`src/hdl/bsc_pkg.sv`:
```
// Package for the closed cubic B-spline curve generator.
// Word types, widths, segment selection codes and control/status structs.
// No dependencies.
package bsc_pkg;

	localparam int COORD_BITS = 16;
	// coefficient width: |A| < 8 * 2^(COORD_BITS-1)
	localparam int CW = COORD_BITS + 4;
	// weight width: 3 * j^2 * N <= 10125
	localparam int WW = 14;
	// product width: coefficient times zero-extended weight
	localparam int PW = CW + WW + 1;
	// numerator width: |num| <= 6 * N^3 * 2^(COORD_BITS-1)
	localparam int NW = COORD_BITS + 16;
	// denominator width: 6 * N^3 <= 20250
	localparam int DW = 15;
	localparam int STEP_BITS = 4;

	typedef logic signed [COORD_BITS-1:0] coord_t;
	typedef logic [STEP_BITS-1:0] step_t;

	typedef struct packed {
		coord_t x;
		coord_t y;
	} pt_t;

	typedef struct packed {
		coord_t point_x;
		coord_t point_y;
		logic   is_last_point;
	} in_word_t;

	typedef struct packed {
		coord_t curve_x;
		coord_t curve_y;
		logic   pen_move;
		logic   last_vertex;
	} out_word_t;

	// segment window sources
	localparam logic [1:0] SEL_MAIN  = 2'd0;
	localparam logic [1:0] SEL_TWO   = 2'd1;
	localparam logic [1:0] SEL_THREE = 2'd2;

	typedef struct packed {
		logic       in_take;
		logic       op_wr;
		logic [1:0] op_idx;
		logic       seg_load;
		logic [1:0] sel;
		logic [1:0] seg_k;
		logic       shift;
		logic       vtx_start;
		step_t      j;
		logic       push;
		logic       move;
		logic       last;
	} cmd_t;

	typedef struct packed {
		logic  res_ready;
		logic  out_free;
		step_t n_eff;
	} sts_t;

endpackage

```
`src/hdl/bsc_ctrl.sv`:
```
// Controller: point count, segment sequencing and vertex stepping.
// Depends on bsc_pkg; drives the datapath through cmd_t, reads sts_t.
module bsc_ctrl (
	input  logic          clk,
	input  logic          arst_n,
	input  logic          in_valid,
	input  logic          in_last,
	output logic          in_stall,
	output bsc_pkg::cmd_t cmd,
	input  bsc_pkg::sts_t sts
);
	import bsc_pkg::*;

	localparam logic [1:0] S_IDLE = 2'd0;
	localparam logic [1:0] S_NEXT = 2'd1;
	localparam logic [1:0] S_VTX  = 2'd2;
	localparam logic [1:0] S_WAIT = 2'd3;

	logic [1:0] state_q;
	logic [2:0] seen_q;
	logic       main_q, shifted_q, fresh_q, move_q, final_q;
	logic [1:0] close_left_q, close_k_q, mode_q;
	step_t      j_q;
	logic       take, push, start_seg;
	logic [3:0] total;

	assign take      = (state_q == S_IDLE) && in_valid;
	assign total     = {1'b0, seen_q} + 4'd1;
	assign push      = (state_q == S_WAIT) && sts.res_ready && sts.out_free;
	assign start_seg = (state_q == S_NEXT) &&
	                   (main_q || (shifted_q && close_left_q != '0));
	assign in_stall  = state_q != S_IDLE;

	always_comb begin
		cmd           = '0;
		cmd.in_take   = take;
		cmd.op_wr     = take && seen_q < 3'd3;
		cmd.op_idx    = seen_q[1:0];
		cmd.seg_load  = start_seg;
		cmd.sel       = main_q ? SEL_MAIN : mode_q;
		cmd.seg_k     = main_q ? 2'd0 : close_k_q;
		cmd.shift     = (state_q == S_NEXT) && !main_q && !shifted_q;
		cmd.vtx_start = state_q == S_VTX;
		cmd.j         = j_q;
		cmd.push      = push;
		cmd.move      = move_q;
		cmd.last      = final_q && !move_q && j_q == sts.n_eff;
	end

	always_ff @(posedge clk or negedge arst_n) begin
		if (!arst_n) begin
			state_q      <= S_IDLE;
			seen_q       <= '0;
			main_q       <= 1'b0;
			shifted_q    <= 1'b0;
			fresh_q      <= 1'b0;
			move_q       <= 1'b0;
			final_q      <= 1'b0;
			close_left_q <= '0;
			close_k_q    <= '0;
			mode_q       <= SEL_THREE;
			j_q          <= '0;
		end else begin
			unique case (state_q)
				S_IDLE: begin
					if (take) begin
						main_q    <= seen_q >= 3'd3;
						fresh_q   <= seen_q <= 3'd3;
						shifted_q <= 1'b0;
						close_k_q <= '0;
						mode_q    <= (total == 4'd2) ? SEL_TWO : SEL_THREE;
						if (in_last) begin
							close_left_q <= (total == 4'd2) ? 2'd2 :
							                (total >= 4'd3) ? 2'd3 : 2'd0;
							seen_q <= '0;
						end else begin
							close_left_q <= '0;
							if (seen_q != 3'd7)
								seen_q <= seen_q + 3'd1;
						end
						state_q <= S_NEXT;
					end
				end
				S_NEXT: begin
					if (start_seg) begin
						if (main_q) begin
							main_q  <= 1'b0;
							final_q <= 1'b0;
						end else begin
							close_k_q    <= close_k_q + 2'd1;
							close_left_q <= close_left_q - 2'd1;
							final_q      <= close_left_q == 2'd1;
						end
						// first segment of a polygon opens with a move at t=0
						move_q  <= fresh_q;
						j_q     <= fresh_q ? step_t'(0) : step_t'(1);
						fresh_q <= 1'b0;
						state_q <= S_VTX;
					end else if (!shifted_q) begin
						shifted_q <= 1'b1;
					end else begin
						state_q <= S_IDLE;
					end
				end
				S_VTX: state_q <= S_WAIT;
				S_WAIT: begin
					if (push) begin
						if (move_q) begin
							move_q  <= 1'b0;
							state_q <= S_VTX;
						end else if (j_q == sts.n_eff) begin
							state_q <= S_NEXT;
						end else begin
							j_q     <= j_q + 1'b1;
							state_q <= S_VTX;
						end
					end
				end
				default: state_q <= S_IDLE;
			endcase
		end
	end

`ifndef NO_ASSERTIONS
	a_push_ok: assert property (@(posedge clk) disable iff (!arst_n)
		push |-> (sts.res_ready && sts.out_free))
		else $error("vertex pushed without result or free output");
	a_take_busy: assert property (@(posedge clk) disable iff (!arst_n)
		take |=> (state_q == S_NEXT))
		else $error("accepted word did not start sequencing");
	a_j_range: assert property (@(posedge clk) disable iff (!arst_n)
		(state_q == S_WAIT) |-> (j_q <= sts.n_eff))
		else $error("vertex index beyond step count");
	a_move_t0: assert property (@(posedge clk) disable iff (!arst_n)
		(push && move_q) |-> (j_q == '0 && !cmd.last))
		else $error("move vertex away from t=0");
`endif

endmodule

```
`config.mk`:
```
export PLATFORM = sky130hd
export DESIGN_NAME = bsc_ctrl
export DESIGN_NICKNAME = d
export VERILOG_FILES = /design/src/hdl/bsc_pkg.sv /design/src/hdl/bsc_ctrl.sv
export SDC_FILE = /design/constraint.sdc
export NUM_CORES = 1
export LEC_CHECK = 0
export ABC_AREA = 0
export BUFFER_PORTS_ARGS = -buffer_cell sky130_fd_sc_hd__buf_2
export CELL_PAD_IN_SITES_DETAIL_PLACEMENT = 1
export CELL_PAD_IN_SITES_GLOBAL_PLACEMENT = 1
export CORE_MARGIN = 4
export CORE_UTILIZATION = 43
export DETAILED_ROUTE_END_ITERATION = 6
export HOLD_SLACK_MARGIN = 0.1
export PLACE_DENSITY = 0.91
export SLEW_MARGIN = 20
export SYNTH_ARGS = -nofsm -noshare
export SYNTH_HDL_FRONTEND = slang
export SYNTH_SLANG_ARGS = --single-unit
```
`constraint.sdc`:
```
create_clock -name clk -period 3.7 [get_ports clk]
set_clock_uncertainty 0.1 [all_clocks]
set_input_delay 0.74 -clock clk [delete_from_list [all_inputs] [get_ports clk]]
set_output_delay 0.74 -clock clk [all_outputs]
set_load 0.005 [all_outputs]
```
## After elaboration in Yosys (flattened, before gate mapping)

Cells that the tools add are included.

| storage, ports and cells | value |
|---|---|
| bits in registers | 20 |
| latch bits | 0 |
| RAM bits | 0 |
| memory bits (read-only) | 0 |
| input port bits | 10 |
| word-level logic and storage cells | 105 |
| memories kept | 0 |

| operators by class | value |
|---|---|
| add/subtract/negate cells | 5 |
| multipliers | 0 |
| divide/modulo/power cells | 0 |
| magnitude comparators | 4 |
| eq/ne operators | 15 |
| shifts and indexed selects | 0 |
| mux-type cells | 41 |
| bitwise logic cells | 0 |
| reductions and logical operators | 29 |

Operators with widths:

| cell | count |
|---|---|
| $mux W2 | 18 |
| $mux W4 | 4 |
| $reduce_and A3 Y1 | 5 |
| $ne A2 B2 Y1 const B | 7 |
| $logic_and A1 B1 Y1 | 10 |
| $reduce_bool A2 Y1 | 5 |
| $mux W1 | 9 |
| $pmux W1 S2 | 4 |
| $pmux W2 S2 | 2 |
| $pmux W2 S4 | 1 |
| $pmux W4 S2 | 1 |
| $mux W3 | 2 |
| $ne A3 B3 Y1 const B | 2 |
| $reduce_and A5 Y1 | 1 |
| $add A3 B1 Y4 const B | 1 |
| $add A4 B1 Y4 const B | 1 |
| $eq A2 B1 Y1 const B | 2 |
| $eq A2 B2 Y1 const B | 2 |
| $eq A4 B2 Y1 const B | 1 |
| $eq A4 B4 Y1 | 1 |
| $ge A4 B2 Y1 const B | 1 |
| $reduce_and A2 Y1 | 2 |
| $reduce_and A4 Y1 | 1 |
| $add A3 B1 Y3 const B | 1 |
| 8 further kinds | 10 |

## Logic depth before layout (Yosys ltp)

| depth | value |
|---|---|
| word-level depth | 7 |
| depth in mapped cells | 6 |

## Worst setup path before layout

OpenSTA, ideal clock, no wires.

| timing path | value |
|---|---|
| kind | input to output |
| from | in sts[1] (netlist bit) |
| to | out cmd[0] (netlist bit) |
| arrival | 1674 ps |
| required time | 2860 ps |
| setup slack | 1186 ps |
| stages on the path | 4 |
| buffers on the path | 0 |
| path through | xor2_2 -> nor4_4 -> nor2b_1 -> and2_1 |

RTL lines:

| item | RTL line | RTL |
|---|---|---|
| start, declared | bsc_ctrl.sv:10 | `input bsc_pkg::sts_t sts` |
| end, declared | bsc_ctrl.sv:9 | `output bsc_pkg::cmd_t cmd,` |

==> impl_metrics.yaml <==
run_status:
  status: "finished, final reports clean"
floorplanning:
  start_util_pct: 46.0
  io_pins: 29
  coreArea_sq_um: 2810
  placementRows: 19
  die_area_sq_um: 3940
  die_w_microns: 62.8
  die_h_microns: 62.8
worst_setup_path:
  critical_path_class: "reg -> out"
  r2r_start: "close_left_q[0]$_DFFE_PN0P_"
  crit_path_start_kind: "flip-flop"
  path_max_fanout: 16
  crit_required_ns: 2.86
  r2r_slack_ns: 1.73
  critPathLaunch: "state_q[0]$_DFFE_PN0P_"
  worstPathArrival_ns: 2.10
  reg2reg_to: "close_k_q[1]$_DFFE_PN0P_"
  end_kind: "output port"
  reg2regPathDepth: 6
  worstSetupEndpoint: "cmd[16]"
logic_synthesis:
  synth_area_per_cell_sq_um: 9.35
  ys_seq_area_share_pct: 38.9
  synth_flop_cell: "dfrtp_1"
  synth_top_area_cell: "dfrtp_1"
  synthTopCellsByArea: "dfrtp_1, ha_1, nor2b_1, a21oi_1, buf_4"
  synth_top_area_share_pct: 36.9
  ys_ff_latch: 20
  synth_edf_count: 0
  synth_nets: 155
  synthCells: 138
  yosys.cell_types.count: 46
  ys_warn_count: 0
  synth_most_common_cell: "dfrtp_1"
  synth_area_sq_um: 1290
  synthTopCellsByCount: "dfrtp_1, a21oi_1, nor2_1, nor2b_1"
  synth-async-reset-ratio_pct: 100
sta:
  hold_viol_final: 0
  tightest_slew_ns: 0.556
  fin_crit_sh_pct: 79.4
  slew-limit-headroom_pct: 62.9
  tns_ns: 0
  rsz0062_at_grt: "no"
  hold_ws_ns: 0.266
  post-route-min-period_ns: 2.94
  fmax_ghz: 0.340
  finalMaxSlewViolations: 0
  setup_viol: 0
placed_design:
  post-place-cells: 185
  finalWeightedCongestion: 0.749
  dp_hpwl_mm: 2.37
  port_buffers: 28
final_layout:
  utilization_pct: 50.8
  antenna_cells: 0
  drive_gt1_share_pct: 23.4
  area_growth_pct: 10.5
  fin_cells: 189
  final_nets: 176
detailed_routing:
  drc: 0
  wl_met2_mm: 1.62
  drt_first_pass_iters: 4
  ant_nets: 0
  m1WireLength_mm: 1.37
  totalWireLength_mm: 3.11
  via_per_inst: 5.87
  vias: 1109
  drtIter0Drc: 29
  wire_per_inst_microns: 16.5
  top_layer: "met4"
  met3WireLength_microns: 114
cts:
  cts_tree: "yes"
  ctsResizeCount: 0
  clockBufferDepth: 2
  cts_max_level: 1
  clkSinkCount: 20
  cts_setup_buffers: 0
  cts.clk_slew.worst_paths_ns: 0.12
  cts_root_buf: "clkbuf_4"
  cts_hold_buffers: 0
  cts-buffers-inserted: 3
  clkLatencyLatePin_ns: 0.30
power:
  p_int_mw: 0.595
  sw_frac_of_total_pct: 45.5
  p_sw_mw: 0.497
  vdd_drop_max_uv: 320
  leakage_nw: 0.677
  power.clock.fraction_pct: 10.0
  design_power_total_mw: 1.09
  seq_power_share_pct: 43.7
  combPwrFrac_pct: 46.2
  power_per_cell_area_nw_per_um2: 766
grt:
  grt_pass1_wl_mm: 5.49
  grt_max_degree: 21
  antenna_found_initial: 0
  groute.usage.overall_pct: 17.1
  overflow: 0
  grt_pass1_vias: 1199
hold_path:
  worstHoldPathType: "in -> async"
run:
  cap_violations: 0
[flip-flops by register name (all words and copies together) (netlist names)]
signal / cells
j_q: 4
main_q: 1
close_k_q: 2
shifted_q: 1
state_q: 2
seen_q: 3
close_left_q: 2
mode_q: 2
fresh_q: 1
move_q: 1
final_q: 1
[placed cells by master, fill, tap and decap left out, types with 2 or more instances in the layout]
cell type  netlist  layout
a21oi_1          9       9
a31oi_1          3       3
buf_2            2      28
clkbuf_4         0       3
dfrtp_1         19      19
ha_1             7       7
inv_1            7       7
nand2_1          6       6
nand2b_1         3       3
nand3_1          3       3
nor2_1           8       8
nor2b_1          8       8
nor3_1           3       3
nor3b_1          3       3
o211ai_1         3       3
o21ai_1          6       6
o22ai_1          2       2
o31ai_1          4       4
or4_1            4       4
xor2_1           3       3
[through the flow]
step                      setup WS [ns]  area (sq um)
final                             0.763          1430
after global routing              0.605          1430
after CTS                         0.745          1430
after detailed placement          0.806          1400
after global placement            0.858          1400
after floorplan                    1.19          1290
[worst min path at each step]
stage | to | slack [ns] | cells past startpoint
after global placement | mode_q[0]$_DFFE_PN0P_ | 0.35 | 1
after global routing | close_left_q[1]$_DFFE_PN0P_ | 0.28 | 1
final | shifted_q$_DFFE_PN0P_ | 0.27 | 1
after CTS | close_left_q[1]$_DFFE_PN0P_ | 0.27 | 1
after detailed placement | final_q$_DFFE_PN0P_ | 0.39 | 2
after floorplan | close_k_q[0]$_DFFE_PN0P_ | 0.34 | 0
[critical path: stages, from the launching register on]
cell and delay, ns:
dfrtp_1 0.57, or3b_1 0.62, a211oi_1 0.42, buf_2 0.19
[power groups by stage]
| stage | combinational (mW) | clock [mW] | sequential [mW] |
|---|---|---|---|
| 2_1_floorplan | 0.429 | 0 | 0.407 |
| 3_3_place_gp | 0.481 | 0 | 0.469 |
| 3_5_place_dp | 0.510 | 0 | 0.486 |
| 4_1_cts | 0.514 | 0.112 | 0.480 |
| 5_1_grt | 0.582 | 0.124 | 0.504 |
| 6_report | 0.505 | 0.109 | 0.477 |
[layer usage]
layer / vias to the layer above / GRT usage [%]
met4: 0 / 4.96
met5: - / 0
met2: 20 / 33.2
li1: 541 / -
met3: 2 / 2.88
met1: 546 / 18.7
[cell type report]
| class | instances | area [sq um] |
|---|---|---|
| tap | 31 | 38.8 |
| timing repair buffer | 28 | 140 |
| sequential | 20 | 502 |
| clock buffer | 4 | 26.3 |
| fill | 344 | 1380 |
| multi-input combinational | 98 | 688 |
| inverter | 8 | 30.0 |
[cells by family after synthesis]
group                    count (synthesis)  synth area share [%]
AND/OR/NAND/NOR                         46                  21.6
AO/OA/AOI/OAI                           40                  20.8
buffers and inverters                   20                  7.76
flip-flops                              20                  38.9
adder cells (fa/ha/maj)                  7                  6.79
XOR/XNOR                                 4                  3.30
multiplexers                             1                 0.873
No activity file was read; power rests on OpenSTA's default activity.
